File: src/hw/rtl/scfd_pkg.sv
package scfd_pkg;

   // Default frame buffer depth (one more than the longest frame body)
   localparam int FRAME_DEPTH_DEF = 16;

   // Shared multiply/divide unit widths
   localparam int MUL_A_W  = 8;
   localparam int MUL_B_W  = 12;
   localparam int PROD_W   = MUL_A_W + MUL_B_W;
   localparam int DIV_W    = 8;
   localparam int STEP_W   = $clog2(PROD_W + 1);

   // Angle and percent limits
   localparam logic [7:0] ANGLE_MAX   = 8'd180;
   localparam logic [6:0] PCT_MAX     = 7'd100;
   localparam logic [11:0] PCT_SCALE  = 12'd100;

   // Reset values of the configuration registers
   localparam logic [7:0]  HOME_ONE_RST  = 8'd175;
   localparam logic [7:0]  HOME_TWO_RST  = 8'd5;
   localparam logic [7:0]  GRIP_ONE_RST  = 8'd5;
   localparam logic [7:0]  GRIP_TWO_RST  = 8'd175;
   localparam logic [10:0] PULSE_MIN_RST = 11'd700;
   localparam logic [11:0] PULSE_MAX_RST = 12'd2300;

   // Register indexes on the configuration port
   localparam logic [2:0] REG_HOME_ONE  = 3'd0;
   localparam logic [2:0] REG_HOME_TWO  = 3'd1;
   localparam logic [2:0] REG_GRIP_ONE  = 3'd2;
   localparam logic [2:0] REG_GRIP_TWO  = 3'd3;
   localparam logic [2:0] REG_PULSE_MIN = 3'd4;
   localparam logic [2:0] REG_PULSE_MAX = 3'd5;

   // Reply kinds and error codes
   localparam logic       REPLY_ACK = 1'b0;
   localparam logic       REPLY_ERR = 1'b1;
   localparam logic [1:0] ERR_ANGLE_ONE = 2'd0;
   localparam logic [1:0] ERR_ANGLE_TWO = 2'd1;
   localparam logic [1:0] ERR_UNKNOWN   = 2'd2;
   localparam logic [1:0] ERR_TOO_LONG  = 2'd3;
   localparam logic [1:0] ERR_NONE      = 2'd0;

   // Characters
   localparam logic [7:0] CH_NUL   = 8'h00;
   localparam logic [7:0] CH_LF    = 8'h0A;
   localparam logic [7:0] CH_CR    = 8'h0D;
   localparam logic [7:0] CH_SP    = 8'h20;
   localparam logic [7:0] CH_OPEN  = 8'h3C;
   localparam logic [7:0] CH_CLOSE = 8'h3E;
   localparam logic [7:0] CH_ZERO  = 8'h30;
   localparam logic [7:0] CH_NINE  = 8'h39;
   localparam logic [7:0] CH_ONE   = 8'h31;
   localparam logic [7:0] CH_TWO   = 8'h32;
   localparam logic [7:0] CH_QUERY = 8'h3F;
   localparam logic [7:0] CH_UA    = 8'h41;
   localparam logic [7:0] CH_UB    = 8'h42;
   localparam logic [7:0] CH_LA    = 8'h61;
   localparam logic [7:0] CH_LB    = 8'h62;
   localparam logic [7:0] CH_LC    = 8'h63;
   localparam logic [7:0] CH_LF_CMD = 8'h66;
   localparam logic [7:0] CH_LG    = 8'h67;
   localparam logic [7:0] CH_LH    = 8'h68;
   localparam logic [7:0] CH_LO    = 8'h6F;

   typedef enum logic [1:0] {
      SEQ_IDLE,
      SEQ_START,
      SEQ_WAIT,
      SEQ_FINISH
   } seq_state_type;

   typedef enum logic [1:0] {
      JOB_PULSE_ONE,
      JOB_PULSE_TWO,
      JOB_GRIP_ONE,
      JOB_GRIP_TWO
   } job_type;

   // Request to the shared unit: quotient = (mul_a * mul_b) / divisor
   typedef struct packed {
      logic               start;
      logic [MUL_A_W-1:0] mul_a;
      logic [MUL_B_W-1:0] mul_b;
      logic [DIV_W-1:0]   divisor;
   } arith_req_type;

   typedef struct packed {
      logic              done;
      logic [PROD_W-1:0] quotient;
   } arith_rsp_type;

   function automatic logic [7:0] clamp_angle(input logic [7:0] a);
      return (a > ANGLE_MAX) ? ANGLE_MAX : a;
   endfunction

   // Magnitude of a 9-bit signed difference
   function automatic logic [7:0] abs9(input logic [8:0] x);
      logic [8:0] neg;
      neg = ~x + 9'd1;
      return x[8] ? neg[7:0] : x[7:0];
   endfunction

endpackage

File: src/hw/rtl/servo_command_frame_decoder.sv
// Servo command frame decoder.
// The req_ channel takes one received ASCII byte per item (req_rx_byte).
// CR, LF and space are dropped; '<' opens a frame, '>' closes it and runs
// the command held in it. Single bare command characters run outside frames.
// Each command gives one item on the rsp_ channel: ack or error, both servo
// angles, both pulse widths and the grip percent.
// A byte that gives no reply is taken without a stall and req_ready stays high.
// A byte that gives a reply keeps req_ready low while four
// jobs (two pulse widths, two grip percentages) run one after another on a
// single multiplier followed by a 20-step restoring divider, and until the
// result is loaded into the output register.
// If the receiver stalls, the finished reply waits in the output register.
// Bytes that give no reply are still taken meanwhile; the next reply waits
// in the sequencer, with req_ready low, until the output register frees.
// Reset clears the frame state, sets the servo angles to the home angles,
// and loads the configuration registers with their defaults.
// The APB-style port (psel, penable, pwrite, paddr, pwdata, prdata) holds
// six registers at byte addresses 0x00..0x14; write it only while idle.
module servo_command_frame_decoder #(
   parameter int FRAME_DEPTH = scfd_pkg::FRAME_DEPTH_DEF
) (
   input  logic        clock,
   input  logic        reset,
   input  logic        req_valid,
   output logic        req_ready,
   input  logic [7:0]  req_rx_byte,
   output logic        rsp_valid,
   input  logic        rsp_ready,
   output logic        rsp_reply_kind,
   output logic [7:0]  rsp_acked_command,
   output logic [1:0]  rsp_error_code,
   output logic [7:0]  rsp_angle_one,
   output logic [7:0]  rsp_angle_two,
   output logic [11:0] rsp_pulse_one_us,
   output logic [11:0] rsp_pulse_two_us,
   output logic [6:0]  rsp_grip_level,
   input  logic        psel,
   input  logic        penable,
   input  logic        pwrite,
   input  logic [4:0]  paddr,
   input  logic [31:0] pwdata,
   output logic [31:0] prdata,
   output logic        pready
);
   import scfd_pkg::*;

   localparam int FL_W  = $clog2(FRAME_DEPTH);
   localparam int CMP_W = (FL_W > 4) ? FL_W : 4;
   localparam logic [FL_W-1:0] FL_MAX = FL_W'(FRAME_DEPTH - 1);
   localparam logic [3:0] SLEN_MAX = 4'd15;

   // Configuration registers
   logic [7:0]  home_one_ff, home_two_ff, grip_one_ff, grip_two_ff;
   logic [10:0] pulse_min_ff;
   logic [11:0] pulse_max_ff;
   logic        csr_write;
   logic [2:0]  csr_index;

   // Frame and command state
   logic            inside_ff, inside_in;
   logic [FL_W-1:0] flen_ff, flen_in;
   logic [3:0]      slen_ff, slen_in;
   logic [7:0]      chars_ff [4];
   logic [7:0]      chars_in [4];
   logic [7:0]      angle_one_ff, angle_one_in;
   logic [7:0]      angle_two_ff, angle_two_in;

   // Sequencer
   seq_state_type state_ff, state_in;
   job_type       job_ff, job_in;
   logic          accept;
   logic          load_rsp;
   logic          arith_start;
   arith_req_type arith_req;
   arith_rsp_type arith_rsp;

   // Captured reply header and job results
   logic        kind_ff, kind_in;
   logic [7:0]  letter_ff, letter_in;
   logic [1:0]  code_ff, code_in;
   logic [11:0] pulse_one_ff, pulse_two_ff;
   logic [6:0]  pct_one_ff, pct_two_ff;

   // Output register
   logic        rsp_valid_ff;
   logic        rsp_kind_ff;
   logic [7:0]  rsp_letter_ff, rsp_angle_one_ff, rsp_angle_two_ff;
   logic [1:0]  rsp_code_ff;
   logic [11:0] rsp_pulse_one_ff, rsp_pulse_two_ff;
   logic [6:0]  rsp_grip_ff;

   // Byte decode
   logic       do_run, bare, too_long, has_reply;
   logic [3:0] run_len;
   logic [7:0] rc0;
   logic       run_reply, run_kind, set_one, set_two;
   logic [7:0] run_letter, set_one_val, set_two_val;
   logic [1:0] run_code;
   logic       is_a, is_b, digits_ok;
   logic [3:0] dig1, dig2, dig3;
   logic [9:0] dig_val;
   logic [7:0] c;

   // Shared-unit operands
   logic        pulse_down;
   logic [11:0] span;
   logic [8:0]  n_one, d_one, n_two, d_two;
   logic        pct_ok_one, pct_ok_two;
   logic [11:0] pulse_calc;
   logic [6:0]  pct_calc;
   logic        pct_ok_sel;
   logic [7:0]  grip_sum;

   // ---------------------------------------------------------------
   // Configuration port
   assign pready    = 1'b1;
   assign csr_index = paddr[4:2];
   assign csr_write = psel && penable && pwrite;

   always_ff @(posedge clock) begin
      if (reset) begin
         home_one_ff  <= HOME_ONE_RST;
         home_two_ff  <= HOME_TWO_RST;
         grip_one_ff  <= GRIP_ONE_RST;
         grip_two_ff  <= GRIP_TWO_RST;
         pulse_min_ff <= PULSE_MIN_RST;
         pulse_max_ff <= PULSE_MAX_RST;
      end else if (csr_write) begin
         unique case (csr_index)
            REG_HOME_ONE:  home_one_ff  <= pwdata[7:0];
            REG_HOME_TWO:  home_two_ff  <= pwdata[7:0];
            REG_GRIP_ONE:  grip_one_ff  <= pwdata[7:0];
            REG_GRIP_TWO:  grip_two_ff  <= pwdata[7:0];
            REG_PULSE_MIN: pulse_min_ff <= pwdata[10:0];
            REG_PULSE_MAX: pulse_max_ff <= pwdata[11:0];
            default: ;
         endcase
      end
   end

   // Read back the addressed register
   always_comb begin
      unique case (csr_index)
         REG_HOME_ONE:  prdata = 32'(home_one_ff);
         REG_HOME_TWO:  prdata = 32'(home_two_ff);
         REG_GRIP_ONE:  prdata = 32'(grip_one_ff);
         REG_GRIP_TWO:  prdata = 32'(grip_two_ff);
         REG_PULSE_MIN: prdata = 32'(pulse_min_ff);
         REG_PULSE_MAX: prdata = 32'(pulse_max_ff);
         default:       prdata = '0;
      endcase
   end

   // ---------------------------------------------------------------
   // Frame tracking for one byte
   assign c = req_rx_byte;

   always_comb begin
      inside_in = inside_ff;
      flen_in   = flen_ff;
      slen_in   = slen_ff;
      chars_in  = chars_ff;
      do_run    = 1'b0;
      bare      = 1'b0;
      too_long  = 1'b0;
      if (c == CH_CR || c == CH_LF || c == CH_SP) begin
         // drop
      end else if (c == CH_OPEN) begin
         inside_in = 1'b1;
         flen_in   = '0;
         slen_in   = '0;
      end else if (c == CH_CLOSE) begin
         do_run    = inside_ff;
         inside_in = 1'b0;
         flen_in   = '0;
         slen_in   = '0;
      end else if (inside_ff) begin
         if (flen_ff < FL_MAX) begin
            if (c != CH_NUL && CMP_W'(slen_ff) == CMP_W'(flen_ff) &&
                slen_ff != SLEN_MAX) begin
               if (slen_ff < 4'd4) begin
                  chars_in[slen_ff[1:0]] = c;
               end
               slen_in = slen_ff + 4'd1;
            end
            flen_in = flen_ff + FL_W'(1);
         end else begin
            inside_in = 1'b0;
            flen_in   = '0;
            slen_in   = '0;
            too_long  = 1'b1;
         end
      end else if (c == CH_LG || c == CH_LF_CMD || c == CH_LH || c == CH_LO ||
                   c == CH_LC || c == CH_ONE || c == CH_TWO || c == CH_QUERY) begin
         bare        = 1'b1;
         do_run      = 1'b1;
         chars_in[0] = c;
      end
   end

   // Command interpretation
   assign run_len = bare ? 4'd1 : slen_ff;
   assign rc0     = bare ? c : chars_ff[0];
   assign is_a    = (rc0 == CH_UA) || (rc0 == CH_LA);
   assign is_b    = (rc0 == CH_UB) || (rc0 == CH_LB);
   assign digits_ok = (chars_ff[1] >= CH_ZERO) && (chars_ff[1] <= CH_NINE) &&
                      (chars_ff[2] >= CH_ZERO) && (chars_ff[2] <= CH_NINE) &&
                      (chars_ff[3] >= CH_ZERO) && (chars_ff[3] <= CH_NINE);
   assign dig1    = chars_ff[1][3:0];
   assign dig2    = chars_ff[2][3:0];
   assign dig3    = chars_ff[3][3:0];
   assign dig_val = 10'(dig1) * 10'd100 + 10'(dig2) * 10'd10 + 10'(dig3);

   always_comb begin
      run_reply   = 1'b1;
      run_kind    = REPLY_ERR;
      run_letter  = CH_NUL;
      run_code    = ERR_UNKNOWN;
      set_one     = 1'b0;
      set_two     = 1'b0;
      set_one_val = clamp_angle(grip_one_ff);
      set_two_val = clamp_angle(grip_two_ff);
      if (run_len == 4'd0) begin
         run_reply = 1'b0;
      end else if (run_len == 4'd1) begin
         case (rc0) inside
            CH_LG, CH_LC: begin
               run_kind   = REPLY_ACK;
               run_letter = rc0;
               run_code   = ERR_NONE;
               set_one    = 1'b1;
               set_two    = 1'b1;
            end
            CH_LF_CMD, CH_LH, CH_LO: begin
               run_kind    = REPLY_ACK;
               run_letter  = rc0;
               run_code    = ERR_NONE;
               set_one     = 1'b1;
               set_two     = 1'b1;
               set_one_val = clamp_angle(home_one_ff);
               set_two_val = clamp_angle(home_two_ff);
            end
            CH_ONE, CH_TWO, CH_QUERY: begin
               run_kind   = REPLY_ACK;
               run_letter = rc0;
               run_code   = ERR_NONE;
            end
            default: ;
         endcase
      end else if (run_len == 4'd4 && (is_a || is_b)) begin
         if (!digits_ok || dig_val > 10'(ANGLE_MAX)) begin
            run_code = is_a ? ERR_ANGLE_ONE : ERR_ANGLE_TWO;
         end else begin
            run_kind    = REPLY_ACK;
            run_code    = ERR_NONE;
            run_letter  = is_a ? CH_UA : CH_UB;
            set_one     = is_a;
            set_two     = is_b;
            set_one_val = dig_val[7:0];
            set_two_val = dig_val[7:0];
         end
      end
   end

   assign has_reply = too_long || (do_run && run_reply);
   assign kind_in   = too_long ? REPLY_ERR : run_kind;
   assign letter_in = too_long ? CH_NUL : run_letter;
   assign code_in   = too_long ? ERR_TOO_LONG : run_code;
   assign angle_one_in = (do_run && set_one) ? set_one_val : angle_one_ff;
   assign angle_two_in = (do_run && set_two) ? set_two_val : angle_two_ff;

   // ---------------------------------------------------------------
   // Sequencer next state
   always_comb begin
      state_in = state_ff;
      job_in   = job_ff;
      unique case (state_ff)
         SEQ_IDLE: begin
            if (req_valid && has_reply) begin
               state_in = SEQ_START;
               job_in   = JOB_PULSE_ONE;
            end
         end
         SEQ_START: state_in = SEQ_WAIT;
         SEQ_WAIT: begin
            if (arith_rsp.done) begin
               if (job_ff == JOB_GRIP_TWO) begin
                  state_in = SEQ_FINISH;
               end else begin
                  state_in = SEQ_START;
                  job_in   = job_type'(job_ff + 2'd1);
               end
            end
         end
         SEQ_FINISH: begin
            if (!rsp_valid_ff || rsp_ready) begin
               state_in = SEQ_IDLE;
            end
         end
         default: state_in = SEQ_IDLE;
      endcase
   end

   // Sequencer outputs
   always_comb begin
      req_ready   = 1'b0;
      load_rsp    = 1'b0;
      arith_start = 1'b0;
      unique case (state_ff)
         SEQ_IDLE:   req_ready   = 1'b1;
         SEQ_START:  arith_start = 1'b1;
         SEQ_WAIT:   ;
         SEQ_FINISH: load_rsp    = !rsp_valid_ff || rsp_ready;
         default:    ;
      endcase
   end

   assign accept = req_valid && req_ready;

   // Operands for the current job
   assign pulse_down = pulse_max_ff < {1'b0, pulse_min_ff};
   assign span       = pulse_down ? ({1'b0, pulse_min_ff} - pulse_max_ff)
                                  : (pulse_max_ff - {1'b0, pulse_min_ff});
   assign n_one = {1'b0, home_one_ff} - {1'b0, angle_one_ff};
   assign d_one = {1'b0, home_one_ff} - {1'b0, grip_one_ff};
   assign n_two = {1'b0, angle_two_ff} - {1'b0, home_two_ff};
   assign d_two = {1'b0, grip_two_ff} - {1'b0, home_two_ff};
   assign pct_ok_one = (d_one != '0) && (n_one != '0) && (n_one[8] == d_one[8]);
   assign pct_ok_two = (d_two != '0) && (n_two != '0) && (n_two[8] == d_two[8]);

   always_comb begin
      arith_req.start = arith_start;
      unique case (job_ff)
         JOB_PULSE_ONE: begin
            arith_req.mul_a   = angle_one_ff;
            arith_req.mul_b   = span;
            arith_req.divisor = ANGLE_MAX;
            pct_ok_sel        = 1'b0;
         end
         JOB_PULSE_TWO: begin
            arith_req.mul_a   = angle_two_ff;
            arith_req.mul_b   = span;
            arith_req.divisor = ANGLE_MAX;
            pct_ok_sel        = 1'b0;
         end
         JOB_GRIP_ONE: begin
            arith_req.mul_a   = abs9(n_one);
            arith_req.mul_b   = PCT_SCALE;
            arith_req.divisor = abs9(d_one);
            pct_ok_sel        = pct_ok_one;
         end
         default: begin
            arith_req.mul_a   = abs9(n_two);
            arith_req.mul_b   = PCT_SCALE;
            arith_req.divisor = abs9(d_two);
            pct_ok_sel        = pct_ok_two;
         end
      endcase
   end

   // Finish the job result: offset the pulse, clamp the percent
   assign pulse_calc = pulse_down ? ({1'b0, pulse_min_ff} - arith_rsp.quotient[11:0])
                                  : ({1'b0, pulse_min_ff} + arith_rsp.quotient[11:0]);
   assign pct_calc = !pct_ok_sel ? 7'd0 :
                     (arith_rsp.quotient > PROD_W'(PCT_MAX)) ? PCT_MAX :
                     arith_rsp.quotient[6:0];
   assign grip_sum = {1'b0, pct_one_ff} + {1'b0, pct_two_ff};

   scfd_arith u_arith (
      .clock     (clock),
      .reset     (reset),
      .arith_req (arith_req),
      .arith_rsp (arith_rsp)
   );

   // ---------------------------------------------------------------
   // State registers
   always_ff @(posedge clock) begin
      if (reset) begin
         state_ff     <= SEQ_IDLE;
         job_ff       <= JOB_PULSE_ONE;
         inside_ff    <= 1'b0;
         flen_ff      <= '0;
         slen_ff      <= '0;
         angle_one_ff <= clamp_angle(HOME_ONE_RST);
         angle_two_ff <= clamp_angle(HOME_TWO_RST);
         rsp_valid_ff <= 1'b0;
      end else begin
         state_ff <= state_in;
         job_ff   <= job_in;
         if (accept) begin
            inside_ff    <= inside_in;
            flen_ff      <= flen_in;
            slen_ff      <= slen_in;
            angle_one_ff <= angle_one_in;
            angle_two_ff <= angle_two_in;
         end
         if (load_rsp) begin
            rsp_valid_ff <= 1'b1;
         end else if (rsp_ready) begin
            rsp_valid_ff <= 1'b0;
         end
      end
   end

   // Payload registers
   always_ff @(posedge clock) begin
      if (accept) begin
         chars_ff  <= chars_in;
         kind_ff   <= kind_in;
         letter_ff <= letter_in;
         code_ff   <= code_in;
      end
      if (state_ff == SEQ_WAIT && arith_rsp.done) begin
         case (job_ff)
            JOB_PULSE_ONE: pulse_one_ff <= pulse_calc;
            JOB_PULSE_TWO: pulse_two_ff <= pulse_calc;
            JOB_GRIP_ONE:  pct_one_ff   <= pct_calc;
            default:       pct_two_ff   <= pct_calc;
         endcase
      end
      if (load_rsp) begin
         rsp_kind_ff      <= kind_ff;
         rsp_letter_ff    <= letter_ff;
         rsp_code_ff      <= code_ff;
         rsp_angle_one_ff <= angle_one_ff;
         rsp_angle_two_ff <= angle_two_ff;
         rsp_pulse_one_ff <= pulse_one_ff;
         rsp_pulse_two_ff <= pulse_two_ff;
         rsp_grip_ff      <= grip_sum[7:1];
      end
   end

   assign rsp_valid         = rsp_valid_ff;
   assign rsp_reply_kind    = rsp_kind_ff;
   assign rsp_acked_command = rsp_letter_ff;
   assign rsp_error_code    = rsp_code_ff;
   assign rsp_angle_one     = rsp_angle_one_ff;
   assign rsp_angle_two     = rsp_angle_two_ff;
   assign rsp_pulse_one_us  = rsp_pulse_one_ff;
   assign rsp_pulse_two_us  = rsp_pulse_two_ff;
   assign rsp_grip_level    = rsp_grip_ff;

endmodule

File: src/hw/rtl/scfd_arith.sv
module scfd_arith (
   input  logic                    clock,
   input  logic                    reset,
   input  scfd_pkg::arith_req_type arith_req,
   output scfd_pkg::arith_rsp_type arith_rsp
);
   import scfd_pkg::*;

   logic                busy_ff, busy_in;
   logic                done_ff, done_in;
   logic [STEP_W-1:0]   count_ff, count_in;
   logic [PROD_W-1:0]   quo_ff, quo_in;
   logic [DIV_W-1:0]    rem_ff, rem_in;
   logic [DIV_W-1:0]    divisor_ff, divisor_in;
   logic [DIV_W+1:0]    trial;

   // One restoring division step per cycle after the product is loaded
   always_comb begin
      busy_in    = busy_ff;
      done_in    = 1'b0;
      count_in   = count_ff;
      quo_in     = quo_ff;
      rem_in     = rem_ff;
      divisor_in = divisor_ff;
      trial      = {1'b0, rem_ff, quo_ff[PROD_W-1]} - {2'b00, divisor_ff};
      if (arith_req.start) begin
         busy_in    = 1'b1;
         count_in   = STEP_W'(PROD_W);
         quo_in     = PROD_W'(arith_req.mul_a) * PROD_W'(arith_req.mul_b);
         rem_in     = '0;
         divisor_in = arith_req.divisor;
      end else if (busy_ff) begin
         if (!trial[DIV_W+1]) begin
            rem_in = trial[DIV_W-1:0];
            quo_in = {quo_ff[PROD_W-2:0], 1'b1};
         end else begin
            rem_in = {rem_ff[DIV_W-2:0], quo_ff[PROD_W-1]};
            quo_in = {quo_ff[PROD_W-2:0], 1'b0};
         end
         count_in = count_ff - STEP_W'(1);
         if (count_ff == STEP_W'(1)) begin
            busy_in = 1'b0;
            done_in = 1'b1;
         end
      end
   end

   always_ff @(posedge clock) begin
      if (reset) begin
         busy_ff  <= 1'b0;
         done_ff  <= 1'b0;
         count_ff <= '0;
      end else begin
         busy_ff  <= busy_in;
         done_ff  <= done_in;
         count_ff <= count_in;
      end
      quo_ff     <= quo_in;
      rem_ff     <= rem_in;
      divisor_ff <= divisor_in;
   end

   assign arith_rsp.done     = done_ff;
   assign arith_rsp.quotient = quo_ff;

endmodule

File: config.mk
export PLATFORM = sky130hd
export DESIGN_NAME = servo_command_frame_decoder
export DESIGN_NICKNAME = d
export VERILOG_FILES = /design/src/hw/rtl/scfd_pkg.sv /design/src/hw/rtl/servo_command_frame_decoder.sv /design/src/hw/rtl/scfd_arith.sv
export SDC_FILE = /design/constraint.sdc
export NUM_CORES = 1
export LEC_CHECK = 0
export ABC_AREA = 1
export BUFFER_PORTS_ARGS = -buffer_cell sky130_fd_sc_hd__buf_2
export CORE_MARGIN = 1.5
export CORE_UTILIZATION = 56
export DETAILED_ROUTE_END_ITERATION = 16
export GPL_TIMING_DRIVEN = 0
export PLACE_DENSITY = 0.77
export SYNTH_ARGS = -nofsm -noshare
export SYNTH_HDL_FRONTEND = slang
export SYNTH_HIERARCHICAL = 1
export SYNTH_SLANG_ARGS = --single-unit
File: constraint.sdc
create_clock -name clock -period 8.25 [get_ports clock]
set_input_delay 2.475 -clock clock [delete_from_list [all_inputs] [get_ports clock]]
set_output_delay 2.475 -clock clock [all_outputs]
set_load 0.01 [all_outputs]
======== Word level (Yosys, flattened, before mapping) ========
Index checks and enable logic that the tools add are counted.
storage, ports and cells
  bits in registers ....................... 267
  bits of input ports ..................... 52
  output and inout port bits .............. 93
  word-level logic and storage cells ...... 340
operators by class
  add/subtract/negate cells ............... 20
  multipliers ............................. 3
  order comparisons ....................... 17
  eq/ne operators ......................... 51
  muxes and demuxes ....................... 119
  bitwise logic cells ..................... 10
  reduce and logical (&&, ||, !) cells .... 79
operators by type and width
  kind                                                               number
  2-to-1 mux 8 bit                                                   29
  equality test 8 x 7 -> 1 bit, second input constant                14
  2-to-1 mux 32 bit                                                  3
  case mux 28 bit (3 select lines)                                   1
  equality test 8 x 6 -> 1 bit, second input constant                9
  case mux 12 bit (6 select lines)                                   1
  2-to-1 mux 1 bit                                                   47
  2-to-1 mux 20 bit                                                  2
  2-to-1 mux 4 bit                                                   10
  nonzero test 9 bit                                                 4
  subtractor 8 x 8 -> 9 bit                                          4
  adder 8 x 1 -> 8 bit, second input constant                        4
  bitwise mux 32 bit                                                 1
  greater-than comparator 8 bit, second input constant               4
  inverter 8 bit                                                     4
  2-to-1 mux 7 bit                                                   4
  2-to-1 mux 2 bit                                                   13
  AND reduction 2 bit                                                13
  greater-or-equal comparator 8 x 6 -> 1 bit, second input constant  3
  less-or-equal comparator 8 x 6 -> 1 bit, second input constant     3
  2-to-1 mux 12 bit                                                  2
  subtractor 11 x 12 -> 12 bit                                       2
  logical AND 1 bit                                                  21
  greater-than comparator 20 x 7 -> 1 bit, second input constant     1
  53 further kinds                                                   100

======== Longest topological paths before layout ========
  word-level depth ........................ 23
  gate-level depth with buffers ........... 39
  mapped depth without buffers ............ 37

======== Modules after synthesis ========
The synthesis kept the hierarchy.
modules (own cells, without submodules)
  module                       instances  cells each  area each (um^2)  sequential area each (um^2)
  servo_command_frame_decoder  1          1848        14991.9           5875.6
  scfd_arith                   1          813         5709.2            1141.1

======== Worst setup path after synthesis ========
OpenSTA, ideal clock, no wires.
  kind .................................... reg-to-reg
  start point ............................. register home_two_ff[0]
  end point ............................... register u_arith.quo_ff[9] (data pin)
  setup time .............................. 0.254 ns
  arrival ................................. 6.109 ns
  required time ........................... 7.996 ns
  slack ................................... 1.888 ns
  stages on the path, launching flop included .. 33
  buffers on the path ..................... 1
  period minus slack after synthesis ...... 6.362 ns
  cells stage by stage .................... dfxtp_1 > ha_1 > inv_1 > fa_1 > nand3_1 > nand2_1 > a21oi_1 > o21bai_1 > nand2_1 > nand2_1 > a21oi_2 > inv_1 > or2_2 > o21ai_0 > a21oi_1 > a31oi_1 > clkbuf_1 > nand2_1 > fa_1 > fa_1 > inv_1 > fa_1 > inv_1 > fa_1 > inv_1 > ha_1 > nand2_1 > inv_1 > nand2_1 > nand3_1 > or2_2 > nand3_1 > nand2_1
RTL lines
  element                   RTL line                            RTL
  start: declaration        servo_command_frame_decoder.sv:53   logic [7:0] home_one_ff, home_two_ff, grip_one_ff, grip_two_ff;
  start signal: assignment  servo_command_frame_decoder.sv:131  REG_HOME_TWO: home_two_ff <= pwdata[7:0];
  end signal: assignment    scfd_arith.sv:58                    quo_ff <= quo_in;
  end: declaration          scfd_arith.sv:12                    logic [PROD_W-1:0] quo_ff, quo_in;

==> reports/metrics.csv <==
metric;value;unit
p_leak;11.41;nW
holdBufCountCts;0;
clk_pin_slew;0.07;ns
start_kind;register;
slew_viol_final;0;
place_hpwl;45430;microns
cts_root_buf;clkbuf_16;
firstDrtPassIters;6;
final_layout_size_suffix_gt1_share;9.229;%
maxCapViolations;0;
drc;0;
worstRegToRegCells;31;
fin_crit;7.712;ns
setup_viol;0;
h-tree-depth;1;
outcome;finished clean;
grt_pass1_wl;90540;microns
powerDensity;200.6;nW/um^2
async_flop_share;0;%
start_util;56.68;%
fmax;0.1297;GHz
cts_tree;built;
ir_drop;0.2005;mV
dp.cells;3251;
die_area;38130;sq um
route.met3.wl;4984;microns
ios;145;
syn2layout_area_growth;10.98;%
clk_latency;0.60;ns
fin_setup_tns;0;ns
crit_top_cell;nand2_1;
clk_path_buf_depth;3;
ys_warn_count;6;
slowest_delay;0.84;ns
r2r-end;u_arith/quo_ff[9]$_DFFE_PP_;
rows;70;
slew_headroom;24.82;%
synth_edf_count;167;
clock-skew-final;0.02755;ns
port_buffers;101;
crit_arrival;8.06;ns
grt_use_total;29.82;%
place_congestion;0.9695;
rsz0062_at_grt;no;
layout.cells.non_filler;3307;
clkPwrFrac;30.9;%
hold_start;letter_ff[7]$_SDFFCE_PP0P_;
grt_max_degree;36;
rrSetupSlack;0.54;ns
netlist_area;20700;sq um
hold_path_class;reg -> reg;
drt-wirelength-per-cell;17.16;microns
cts_resized;0;
end_kind;register;
wl;56740;microns
ant_nets;0;
p_int;2.924;mW
fin_nets;3106;
synth_ff_type;edfxtp_1;
numCtsBuffers;30;
syn_avg_cell_area;7.779;sq um
n_antenna_cell;0;
top_layer_used;met4;
p_switching;1.684;mW
via_per_inst;5.595;
post-route-period-util;93.48;%
overflow;0;
initialDrtViolationCount;1731;
antenna_found_initial;0;
switching_share;36.55;%
combinationalPowerShare;35.5;%
synthCells;2661;
die_y;195.3;microns
fp.coreArea;36520;sq um
grt_pass1_vias;17750;
ys_seq_area_share;33.90;%
hold_end;rsp_acked_command[7]$_DFFE_PP_;
final_cell_mix;nand2_1, inv_1, a21oi_1;
synth.distinct_cells;63;
wl_met2;25730;microns
timing_hold_violations_final;0;
cp.required;8.59;ns
yosys_register_bits;267;
wl_met1;24190;microns
post-cts-setup-buffers;0;
reg2reg_from;home_one_ff[0]$_SDFFE_PP1P_;
seqPwrFrac;33.7;%
vias;18500;
die_w;195.3;microns
crit_fanout;10;
crit_path_top_delay_cell;a32oi_1;
mostFrequentLayoutCell;nand2_1;
clock_sinks;267;
holdPathStages;0;
worst_pin_slew;1.128;ns
crit_type;reg -> reg;
-- Yosys cell counts (3+ instances only) --
master / count / area (sq um)
edfxtp_1: 167 / 5015
a21oi_1: 181 / 905.9
o221ai_1: 7 / 61.31
nand4_1: 34 / 212.7
fa_1: 74 / 1481
a22oi_1: 3 / 22.52
inv_2: 3 / 11.26
buf_2: 5 / 25.02
inv_1: 500 / 1877
o31ai_1: 3 / 22.52
nand2_2: 21 / 131.4
and2_1: 3 / 18.77
a21oi_2: 7 / 61.31
nand3_1: 154 / 770.7
a31oi_1: 6 / 37.54
a221oi_1: 8 / 70.07
nand2_4: 7 / 78.83
or2_2: 8 / 50.05
mux2i_1: 3 / 30.03
o22ai_1: 20 / 125.1
o21bai_1: 10 / 75.07
nand2_1: 582 / 2185
clkinv_1: 6 / 22.52
nor4_1: 16 / 100.1
xnor2_1: 23 / 201.4
clkbuf_2: 4 / 20.02
nor3_1: 37 / 185.2
nand3b_1: 5 / 37.54
nor2_2: 4 / 25.02
xor2_1: 55 / 481.7
dfxtp_1: 100 / 2002
a211oi_1: 7 / 52.55
nor2_4: 4 / 45.04
clkbuf_1: 44 / 165.2
o311ai_0: 3 / 26.28
a21o_1: 4 / 30.03
ha_1: 165 / 2064
o21ai_0: 135 / 675.7
buf_4: 23 / 172.7
nor2_1: 162 / 608.1
a21boi_0: 5 / 37.54
nand3_4: 5 / 87.58
o211ai_1: 22 / 165.2
-- layer usage --
metal | vias up | track usage, %
met4 | 0 | 9.245
met2 | 761 | 49.21
met5 | - | 0
met1 | 8687 | 40.40
met3 | 123 | 4.646
li1 | 8933 | -
-- through the flow --
step           util (%)  hold WS (ns)  worst slack [ns]  cell area [sq um]  power, mW
3_3_place_gp      59.87        0.4014            0.3412              21870      3.128
5_1_grt           62.90        0.4117           0.09071              22970      4.912
2_1_floorplan         -        0.4003             1.888              20780      2.784
6_report          62.90        0.4049            0.5378              22970      4.608
3_5_place_dp      59.97        0.4045            0.3495              21900      3.175
4_1_cts           62.88        0.4084            0.3496              22970      4.599
-- cell type report --
| cell class | count | area [sq um] |
|---|---|---|
| inverters | 512 | 1931 |
| plain buffers | 80 | 422.9 |
| clock buffers | 39 | 845.8 |
| clock inverters | 17 | 219.0 |
| multi-input cells | 1822 | 11430 |
| well taps | 468 | 585.6 |
| repair buffers | 102 | 525.5 |
| fillers | 3190 | 13550 |
| flip-flops and latches | 267 | 7017 |
-- registers in the layout, summed over array words and instances (netlist names), 11 cells and up --
name,cells
pulse_one_ff,12
pulse_two_ff,12
pulse_max_ff,12
u_arith/quo_ff,20
rsp_pulse_one_us,12
chars_ff,32
rsp_pulse_two_us,12
pulse_min_ff,11
-- how the worst max path moves through the flow --
| stage | startpoint | end | slack (ns) | cells past startpoint |
|---|---|---|---|---|
| 2_1_floorplan | home_two_ff[0]$_SDFFE_PP1P_ | u_arith/quo_ff[9]$_DFFE_PP_ | 1.89 | 32 |
| 3_3_place_gp | home_two_ff[0]$_SDFFE_PP1P_ | u_arith/quo_ff[19]$_DFFE_PP_ | 0.34 | 33 |
| 3_5_place_dp | home_two_ff[0]$_SDFFE_PP1P_ | u_arith/quo_ff[9]$_DFFE_PP_ | 0.35 | 32 |
| 4_1_cts | home_two_ff[0]$_SDFFE_PP1P_ | u_arith/quo_ff[9]$_DFFE_PP_ | 0.35 | 32 |
| 5_1_grt | home_one_ff[0]$_SDFFE_PP1P_ | u_arith/quo_ff[16]$_DFFE_PP_ | 0.09 | 34 |
| 6_report | home_one_ff[0]$_SDFFE_PP1P_ | u_arith/quo_ff[9]$_DFFE_PP_ | 0.54 | 31 |
-- power by group through the flow --
stage | Combinational, mW | Clock [mW] | Sequential, mW
after floorplan | 1.22 | 0 | 1.56
after global placement | 1.55 | 0 | 1.58
after detailed placement | 1.60 | 0 | 1.58
after CTS | 1.61 | 1.43 | 1.55
after global routing | 1.87 | 1.48 | 1.56
final | 1.63 | 1.42 | 1.55
-- worst max-delay path: cells and delay by family (launching register included) --
| kind | cells | cell delay (ns) |
|---|---|---|
| compound gates | 5 | 1.69 |
| buf+inv | 7 | 1.03 |
| flops | 1 | 0.31 |
| simple gates | 12 | 1.34 |
| fa+ha+maj | 7 | 3.06 |
-- cells by family (layout without fill, tap and decap cells) --
logic type	after synthesis	count (layout)	share of synthesized area (%)
other	2	22	0.03628
buffers and inverters	592	750	11.36
adder cells (fa/ha/maj)	239	239	17.13
AO/OA/AOI/OAI	431	431	11.93
flip-flops	267	267	33.90
multiplexers	3	3	0.1451
XOR/XNOR	78	78	3.300
AND/OR/NAND/NOR	1049	1049	22.20
No activity file was read; power rests on OpenSTA's default activity.
